## src/hdl/ecmw_pkg.sv

```systemverilog
package ecmw_pkg;

	localparam int MEM_WORDS_DEF = 1024;
	localparam int ADDR_WORD_W   = 14;

	localparam logic [15:0] ADDR_WORD_MASK = 16'hFFFC;
	localparam logic [1:0]  AUTOINC_MODE   = 2'h3;

	// window offsets
	localparam logic [2:0] OFF_ADDR_LO = 3'd2;
	localparam logic [2:0] OFF_ADDR_HI = 3'd3;
	localparam logic [2:0] OFF_DATA_HI = 3'd6;
	localparam logic [2:0] OFF_DATA_B3 = 3'd7;

	typedef struct packed {
		logic        mode;
		logic [2:0]  reg_offset;
		logic        wide;
		logic [15:0] write_data;
	} req_t;

	typedef struct packed {
		logic [15:0] read_data;
		logic        bad_access;
	} rsp_t;

	// classified item passed from front to back
	typedef struct packed {
		logic        write;
		logic        wide;
		logic [2:0]  off;
		logic [15:0] wdata;
		logic        bad;
		logic        mem;
		logic        b3;
		logic        addr_wr;
	} item_t;

	typedef enum logic [1:0] {
		BK_CLEAR,
		BK_IDLE,
		BK_ACCESS,
		BK_DIVIDE
	} back_state_t;

endpackage

```

## src/hdl/ecmw_front.sv

```systemverilog
module ecmw_front
	import ecmw_pkg::*;
(
	input  logic  clk,
	input  logic  arst_n,
	input  logic  start,
	input  req_t  req,
	input  logic  hold,
	output logic  busy,
	input  logic  pop,
	output logic  avail,
	output item_t head
);

	item_t      fifo_q [2];
	logic       wr_q, rd_q;
	logic [1:0] cnt_q;
	item_t      cls;
	logic       push;

	always_comb begin
		cls.write   = req.mode;
		cls.wide    = req.wide;
		cls.off     = req.reg_offset;
		cls.wdata   = req.write_data;
		cls.bad     = req.wide & req.reg_offset[0];
		cls.mem     = req.reg_offset[2] & ~cls.bad;
		cls.b3      = req.wide ? (req.reg_offset == OFF_DATA_HI)
		                       : (req.reg_offset == OFF_DATA_B3);
		cls.addr_wr = req.mode & ~cls.bad & (req.reg_offset[2:1] == OFF_ADDR_LO[2:1]);
	end

	assign busy  = hold | cnt_q[1];
	assign push  = start & ~busy;
	assign avail = cnt_q != 2'd0;
	assign head  = fifo_q[rd_q];

	always_ff @(posedge clk) begin
		if (push) begin
			fifo_q[wr_q] <= cls;
		end
	end

	always_ff @(posedge clk or negedge arst_n) begin
		if (!arst_n) begin
			wr_q  <= 1'b0;
			rd_q  <= 1'b0;
			cnt_q <= 2'd0;
		end else begin
			if (push) begin
				wr_q <= ~wr_q;
			end
			if (pop) begin
				rd_q <= ~rd_q;
			end
			cnt_q <= cnt_q + {1'b0, push} - {1'b0, pop};
		end
	end

endmodule

```

## config.mk

```make
export PLATFORM = sky130hd
export DESIGN_NAME = ecmw_front
export DESIGN_NICKNAME = d
export VERILOG_FILES = /design/src/hdl/ecmw_pkg.sv /design/src/hdl/ecmw_front.sv
export SDC_FILE = /design/constraint.sdc
export NUM_CORES = 1
export LEC_CHECK = 0
export BUFFER_PORTS_ARGS = -buffer_cell sky130_fd_sc_hd__buf_2
export CAP_MARGIN = 20
export CORE_MARGIN = 2
export CORE_UTILIZATION = 30
export CTS_BUF_LIST = sky130_fd_sc_hd__clkbuf_16
export CTS_CLUSTER_SIZE = 8
export DETAILED_ROUTE_END_ITERATION = 8
export HOLD_SLACK_MARGIN = 0.06
export PLACE_DENSITY = 0.59
export SETUP_SLACK_MARGIN = 0.05
export SYNTH_ARGS = -nofsm -noshare
export SYNTH_HDL_FRONTEND = slang
export SYNTH_SLANG_ARGS = --single-unit
```

## constraint.sdc

```tcl
create_clock -name clk -period 6.3 [get_ports clk]
set_input_delay 0.945 -clock clk [delete_from_list [all_inputs] [get_ports clk]]
set_output_delay 0.945 -clock clk [all_outputs]
set_load 0.01 [all_outputs]
```

==> results of run 1 <==
-- metrics by stage --
step                utilization  power [uW]
finish                    0.383        1010
global route              0.383        1060
CTS                       0.379        1010
detailed placement        0.358         739
global placement          0.358         731
floorplan                     -         651
-- cells in the final DEF (no fill, tap or decap), types with 2 or more instances in the layout --
master / n
clkbuf_16: 5
or2_2: 2
dfrtp_1: 4
xnor2_1: 2
ha_1: 3
edfxtp_1: 50
inv_1: 3
buf_4: 2
buf_2: 52
nor2_2: 2
mux2_2: 25
-- cells by family after synthesis --
logic type / Yosys count / share of synthesized area
flops: 54 / 0.780
mux: 25 / 0.137
fa+ha+maj: 3 / 0.0183
simple gates: 8 / 0.0250
buf+inv: 6 / 0.0189
xor+xnor: 4 / 0.0207
-- state kept, by name, summed over array words and instances (netlist names) --
register and count:
fifo_q 50, cnt_q 2, wr_q 1, rd_q 1
-- where the power goes --
| group | switching, uW | total (uW) | leakage, uW | internal [uW] |
|---|---|---|---|---|
| registers | 25.4 | 466 | 0.000502 | 441 |
| logic | 128 | 277 | 0.000397 | 149 |
| clock network | 117 | 265 | 0.0000756 | 148 |
-- layout make-up --
cell class,instances,area [um2]
sequential,54,1600
timing repair buffer,55,303
inverter,2,7.51
tap,80,100
clock inverter,3,21.3
multi-input combinational,40,418
clock buffer,5,125
fill,625,4140
-- how the worst max path moves through the flow --
stage                     slack [ns]  cells after the start  start       endpoint
final                           3.80                      3   rd_q       head[15]
after detailed placement        3.54                      4   hold  fifo_q[0][10]
after floorplan                 3.38                      3   hold   fifo_q[0][0]
after CTS                       3.38                      2   rd_q       head[23]
after global routing            3.71                      3   rd_q       head[22]
after global placement          3.64                      4   hold  fifo_q[1][14]
-- routing by layer --
layer / GRT usage / vias to the layer above / part of all wire
li1: - / 500 / -
met1: 0.107 / 501 / 0.43
met2: 0.155 / 39 / 0.48
met3: 0.0371 / 7 / 0.070
met4: 0.0426 / 0 / 0.019
met5: 0 / - / 0
==> impl_results.md, run 1 <==
- Status: complete, no violations
- Cell variety after synth: 17
- Gr ovfl total: 0
- Post-DRT Antenna Nets: 0
- Vias: between 1,000 and 1,500
- Seq/Total Area, Yosys: 0.780
- Pin count of the biggest net entering global routing: 27
- Final period util: 0.396
- Critical path type: reg -> out
- Critical-path top delay cell: dfrtp_1
- Synth top area share: 0.731
- Area contributors post-synth: edfxtp_1 (73%), mux2_2 (14%), dfrtp_1 (4.9%)
- # IOs: 53
- Final hold vios: 0
- Global-route wire length before repair: around 5.2 mm
- Wire per inst: around 14 um
- Die width: between 80 and 90 um
- Vias in the first global route: about 1,100
- Yosys warns: 0
- Drt via density: ~4.4
- Critical Path AT: around 1.6 ns
- Setup violators final: 0
- Commonest cells in the netlist: edfxtp_1 (50), mux2_2 (25), dfrtp_1 (4)
- Worst hold path class: in -> async
- Lkg Pwr: about 0.00098 uW
- Startpoint types: flop
- Max_slew headroom: 0.593
- Worst Path Buf+Inv: 2
- Layout area overhead: 25.5%
- GPL Wtd Cong: between 0.6 and 0.7
- Placed wire-length estimate: between 2 and 2.5 mm
- Cell area after layout: 2580 um2
- Root buf cell: clkbuf_16
- PwrDens: about 400 nW/um2
- CTS H-tree lvls: 2
- Asr flop ratio synth: 0.0741
- Drt total wl: between 3 and 4 mm
- Placement Cell Area: about 2400 um2
- Cts bufs inserted: 5
- CP top delay family: flip-flops
- CORE AREA: around 6700 um2
- Initial antenna violation count: 0
- Number of nets in the layout: roughly 190
- RR Startpoint: cnt_q[1]
- Maximum fanout along the worst path: 21
- DRT Pass-1 Iters: 4
- Setup_tns: 0 ns
- Critical Path RT: 5.35 ns
- Skew-Pair Late Insertion Delay: roughly 0.29 ns
- Die Height: 86.7 um
- Dpl ws: 3.54 ns
- Max cap viols: 0
- Syn Area/Cell: 20.5 um2
- Crit Reg-Reg Endpoint: fifo_q[0][12]
- Count leader, synth: edfxtp_1
- Internal reg-to-reg setup slack: ~4.2 ns
- Post-Route Skew: between 0.004 and 0.005 ns
- Reg clk slew, reported paths: approximately 0.070 ns
- GRT Total Usage: 0.0939
- Die area: approximately 7500 um2
- Antenna diodes: 0
- Placed insts: 230
- Fin Hold WS: approximately 0.45 ns
- Register-to-Register Path Depth: 3
- Post-Synthesis Cells: 100
- Initial drt markers: 51
- EDFF count, synth: 50
- Max frequency: about 0.4 GHz
- Cts repair resizes: 0
- CTS Buffer Depth: 2
- Max stage delay on crit path: 0.55 ns
- Mapped cell area: 2050 um2
- Post-CTS setup buffer count: 0
- Top_reg_cell synth: edfxtp_1
- Post-synthesis register bit count: 54
- Worst slew pin tran: roughly 0.61 ns
- CTS sink cnt: 54
- Hold buffers post-CTS: 0
- Most area-hungry cell type in the Yosys netlist: edfxtp_1
- Tmin final: approximately 2.5 ns
- VDD IR max: around 150 uV
- CTS tree: built
- FP Rows: 30
- Non-Filler Instances: ~240
- Initial Utilization: 0.306
- IO Port Bufs: 52
- Crit end category: output port
- Max-slew violations: 0
- Syn_nets: between 100 and 150
- RSZ-0062 raised after global routing: no
- Worst setup margin: about 3.8 ns
- Ratio of cells with drive above 1 in the final layout: 0.579
- Crit path cell chain: buf_16, mux2_2, buf_2
- DRC viols: 0
No activity file was read; power rests on OpenSTA's default activity.
==> run 2: changes to the inputs <==
Settings changed: ABC_AREA set to 1, PLACE_DENSITY 0.59 to 0.6.
Clock period 6.3 ns to 2.26 ns, I/O delays scaled along.
==> impl_results.md, run 2 <==
- Placed wire-length estimate: 2.37 mm
- Maximum fanout along the worst path: 51
- Status: complete, no violations
- Initial drt markers: between 40 and 50
- GPL Wtd Cong: 0.712
- Cts bufs inserted: 5
- Most area-hungry cell type in the Yosys netlist: edfxtp_1
- CTS sink cnt: 54
- Fill cell count: 738
- Initial antenna violation count: 1
- Lkg Pwr: 0.00119 uW
- Syn Area/Cell: roughly 14 um2
- Antenna diodes: 0
- FP Rows: 31
- Final period util: 0.719
- Die width: 90.9 um
- Count leader, synth: edfxtp_1
- Wl on met1: approximately 1.5 mm
- Ratio of cells with drive above 1 in the final layout: 0.429
- EDFF count, synth: 50
- CORE AREA: 7290 um2
- Setup violators final: 0
- Mapped cell area: 2270 um2
- Most common cell after layout, fill and taps aside: buf_2
- Max frequency: approximately 0.62 GHz
- Top flop regs: fifo_q (50), cnt_q (2)
- Placement Cell Area: between 2000 and 3000 um2
- Post-Synthesis Cells: approximately 170
- Max-slew violations: 0
- DR WL met2: approximately 1.7 mm
- WL met3: 220 um
- Worst hold path class: in -> reg
- Post-Route Skew: between 0.003 and 0.004 ns
- Cell variety after synth: 15
- Wire per inst: roughly 11 um
- Asr flop ratio synth: 0.0741
- CTS H-tree lvls: 2
- Vias: 1,292
- DRC viols: 0
- Tmin final: approximately 1.6 ns
- Critical Path RT: between 1.5 and 2 ns
- Dpl ws: 0.793 ns
- Crit end category: output port
- Die Height: between 90 and 100 um
- DRT Pass-1 Iters: 4
- Syn_nets: 194
- Final hold vios: 0
- Skew-Pair Late Insertion Delay: 0.28 ns
- Cts repair resizes: 0
- Post-CTS setup buffer count: 0
- Initial Utilization: 0.311
- Reg clk slew, reported paths: about 0.06 ns
- Gr ovfl total: 0
- Startpoint types: flop
- Post-synthesis register bit count: 54
- Commonest cells in the netlist: edfxtp_1 (50), inv_1 (33), nand2_1 (30)
- Drt total wl: ~3.4 mm
- Die area: ~8300 um2
- Critical path type: reg -> out
- Max reg flops: 50
- Critical Path AT: roughly 1.3 ns
- Top reg by flops: fifo_q
- RSZ-0062 raised after global routing: no
- Setup_tns: 0 ns
- Top_reg_cell synth: edfxtp_1
- Drt via density: around 4
- # IOs: 53
- VDD IR max: around 420 uV
- Post-DRT Antenna Nets: 0
- Top layer in use: met4
- Hold buffers post-CTS: 1
- PwrDens: roughly 1100 nW/um2
- IO Port Bufs: 52
- Root buf cell: clkbuf_16
- Most frequent cells in the layout: buf_2 (52), edfxtp_1 (50), inv_1 (35)
- Area contributors post-synth: edfxtp_1 (66%), o21ai_2 (9.7%), inv_1 (5.5%)
- Layout area overhead: 22.5%
- Crit path cell chain: buf_12, nand2_1, o21ai_2, buf_2
- GRT Total Usage: 0.0923
- Seq/Total Area, Yosys: 0.706
- Worst Path Buf+Inv: 2
- Worst slew pin tran: roughly 0.35 ns
- Internal reg-to-reg setup slack: 0.83 ns
- CP top delay family: buffers and inverters
- Cell area after layout: between 2000 and 3000 um2
- Yosys warns: 0
- Pin count of the biggest net entering global routing: 52
- CTS Buffer Depth: 2
- Max stage delay on crit path: ~0.37 ns
- Max_slew headroom: 0.767
- Vias in the first global route: 1,212
- Critical-path top delay cell: dfrtp_2
- Number of nets in the layout: roughly 250
- CTS tree: built
- Max cap viols: 0
- Synth top area share: 0.662
- Worst setup margin: 0.635 ns
- Global-route wire length before repair: ~6 mm
-- run 2: metal layers --
| metal | track usage | vias up |
|---|---|---|
| li1 | - | 664 |
| met1 | 0.115 | 588 |
| met2 | 0.149 | 38 |
| met3 | 0.0332 | 2 |
| met4 | 0.0303 | 0 |
| met5 | 0 | - |
-- run 2: kinds of logic after synthesis --
logic type / share of synthesized area
xor+xnor: 0.00386
flops: 0.706
simple gates: 0.0806
fa+ha+maj: 0.0166
buf+inv: 0.0960
compound gates: 0.0966
-- run 2: worst paths after layout --
check / from / to / cells past startpoint
worst max-delay path: rd_q / head[9] / 4
worst min-delay path: req[14] / fifo_q[0][18] / 1
worst max register to register: cnt_q[1] / fifo_q[1][21] / 4
worst min register to register: wr_q / wr_q / 2
max in group asynchronous: arst_n / rd_q / 2
min in group asynchronous: arst_n / cnt_q[1] / 2
-- run 2: final cells by class --
cell class / count / area, um2 / area share
flip-flops and latches: 54 / 1600 / 0.577
multi-input cells: 72 / 450 / 0.162
repair buffers: 57 / 313 / 0.113
clock buffers: 5 / 125 / 0.0451
inverters: 33 / 124 / 0.0446
well taps: 99 / 124 / 0.0446
clock inverters: 3 / 37.5 / 0.0135
-- run 2: per-stage QoR --
step / instances / utilization / total power [uW] / hold slack [ns]
finish: 323 / 0.381 / 3090 / 0.245
global route: 323 / 0.381 / 3300 / 0.238
CTS: 323 / 0.381 / 3150 / 0.237
detailed placement: 314 / 0.357 / 2320 / 0.149
global placement: 314 / 0.357 / 2300 / 0.149
floorplan: 165 / - / 2110 / 0.0434
-- run 2: report_power, final --
group / switching [uW] / total (uW) / internal [uW]
clock: 305 / 820 / 514
sequential: 42.9 / 1280 / 1230
combinational: 600 / 989 / 388
total: 949 / 3090 / 2140
==> run 3: changes to the inputs <==
Settings changed: ABC_AREA 1 to 0, PLACE_DENSITY 0.6 to 0.59.
Clock period 2.26 ns to 1.5 ns, I/O delays scaled along.
==> impl_results.md, run 3 (synthesis gave the netlist of run 1 again) <==
- Worst setup margin: -0.127 ns
- Worst slew pin tran: between 0.3 and 0.4 ns
- Lkg Pwr: ~0.0011 uW
- Die Height: 86.7 um
- CTS sink cnt: 54
- Initial Utilization: 0.306
- Max frequency: approximately 0.61 GHz
- Non-Filler Instances: 248
- Setup violators final: 67
- Wire per inst: approximately 15 um
- RSZ-0062 raised after global routing: yes
- Reg clk slew, reported paths: around 0.070 ns
- Root buf cell: clkbuf_16
- Maximum fanout along the worst path: 13
- CORE AREA: around 6700 um2
- Layout Utilization: 0.438
- Critical path type: reg -> out
- Status: complete, but fails checks
- CTS tree: built
- Placed wire-length estimate: about 2.6 mm
- Die width: between 80 and 90 um
- VDD IR max: ~700 uV
- Most common cell after layout, fill and taps aside: edfxtp_1
- Gr ovfl total: 0
- Max-slew violations: 0
- Critical Path AT: around 1.4 ns
- Top reg by flops: fifo_q
- Initial antenna violation count: 0
- Max reg flops: 50
- DRC viols: 0
- Die area: ~7500 um2
- # IOs: 53
- Tmin final: 1.63 ns
- Dpl ws: -0.136 ns
- Cts bufs inserted: 5
- FP Rows: 30
- Global-route wire length before repair: ~6 mm
- GPL Wtd Cong: approximately 0.76
- Vias in the first global route: 1,239
- Most frequent cells in the layout: edfxtp_1 (50), buf_2 (33), buf_6 (23)
- Crit end category: output port
- Placed insts: between 200 and 250
- Startpoint types: flop
- Fill cell count: 577
- Max_slew headroom: 0.787
- Critical Path RT: ~1.3 ns
- Final period util: 1.08
- Drt via density: around 4.5
- Layout area overhead: 43.4%
- Post-DRT Antenna Nets: 0
- Skew-Pair Late Insertion Delay: roughly 0.29 ns
- Initial drt markers: between 60 and 70
- CTS Buffer Depth: 2
- IO Port Bufs: 52
- PwrDens: 1730 nW/um2
- Top flop regs: fifo_q (50), cnt_q (2)
- Vias: ~1,100
- Failing checks: setup timing
- DRT Pass-1 Iters: 4
- Pin count of the biggest net entering global routing: 21
- CTS H-tree lvls: 2
- Number of nets in the layout: between 150 and 200
- Max cap viols: 0
- Post-Route Skew: between 0.005 and 0.006 ns
- Worst hold path class: in -> reg
- Ratio of cells with drive above 1 in the final layout: 0.637
- Total chip power: between 5000 and 6000 uW
- Final hold vios: 0
- Antenna diodes: 0
- GRT Total Usage: 0.107
- Drt total wl: roughly 3.8 mm
[run 3: cell count changes in the layout (fill, tap and decap cells not counted), sizes merged, moves of 2 or more]
cell / delta
o21ai: -25
xnor2: +3
clkinvlp: +2
inv: -33
buf: +7
nand3: -2
nor2: -2
nand2: -35
mux2: +25
[run 3: report_power, final]
group	internal, uW	switching, uW	total [uW]
clock	786	491	1280
combinational	1110	730	1840
sequential	1860	112	1970
[run 3: layout make-up]
| class | count | area (um2) | share of cell area |
|---|---|---|---|
| Clock buffer | 5 | 125 | 0.0425 |
| Clock inverter | 3 | 45.0 | 0.0153 |
| Inverter | 2 | 7.51 | 0.00255 |
| Multi-Input combinational cell | 40 | 520 | 0.177 |
| Sequential cell | 54 | 1600 | 0.544 |
| Tap cell | 80 | 100 | 0.0340 |
| Timing Repair Buffer | 64 | 544 | 0.185 |
[run 3: worst paths after layout]
path | cells after the start | slack (ns) | end | start
worst max-delay path | 3 | -0.13 | head[5] | rd_q
worst min-delay path | 1 | 0.12 | fifo_q[0][4] | req[0]
worst max register to register | 6 | -0.12 | cnt_q[1] | cnt_q[1]
worst min register to register | 1 | 0.58 | cnt_q[0] | cnt_q[0]
max in group asynchronous | 2 | 1.10 | rd_q | arst_n
min in group asynchronous | 2 | 0.27 | wr_q | arst_n
[run 3: repair_timing]
action                     4_1_cts  5_1_grt
gates cloned                     1        0
setup endpoints to repair       78       76
hold endpoints to repair         4        0
hold buffers                     1        0
resized for setup               40        2
pin swaps                        1        2
setup buffers                    2        1
[run 3: per-layer routing]
| layer | routed length, um | GRT usage | up-vias |
|---|---|---|---|
| met4 | 60 | 0.0384 | 0 |
| met3 | 265 | 0.0381 | 7 |
| met2 | 2030 | 0.191 | 41 |
| met1 | 1470 | 0.116 | 548 |
| met5 | 0 | 0 | - |
| li1 | - | - | 511 |
[run 3: critical path: stages (launching register included)]
cell and delay, ns:
dfrtp_2 0.45, buf_12 0.17, mux2_2 0.35, buf_2 0.14
[run 3: metrics by stage]
stage | setup TNS [ns] | instance area, um2 | hold slack, ns
after floorplan | -9.76 | 2100 | -0.0706
after global placement | -2.14 | 2520 | 0.0326
after detailed placement | -3.78 | 2520 | 0.0370
after CTS | -5.20 | 2930 | 0.114
after global routing | -6.44 | 2950 | 0.114
final | -4.14 | 2950 | 0.123
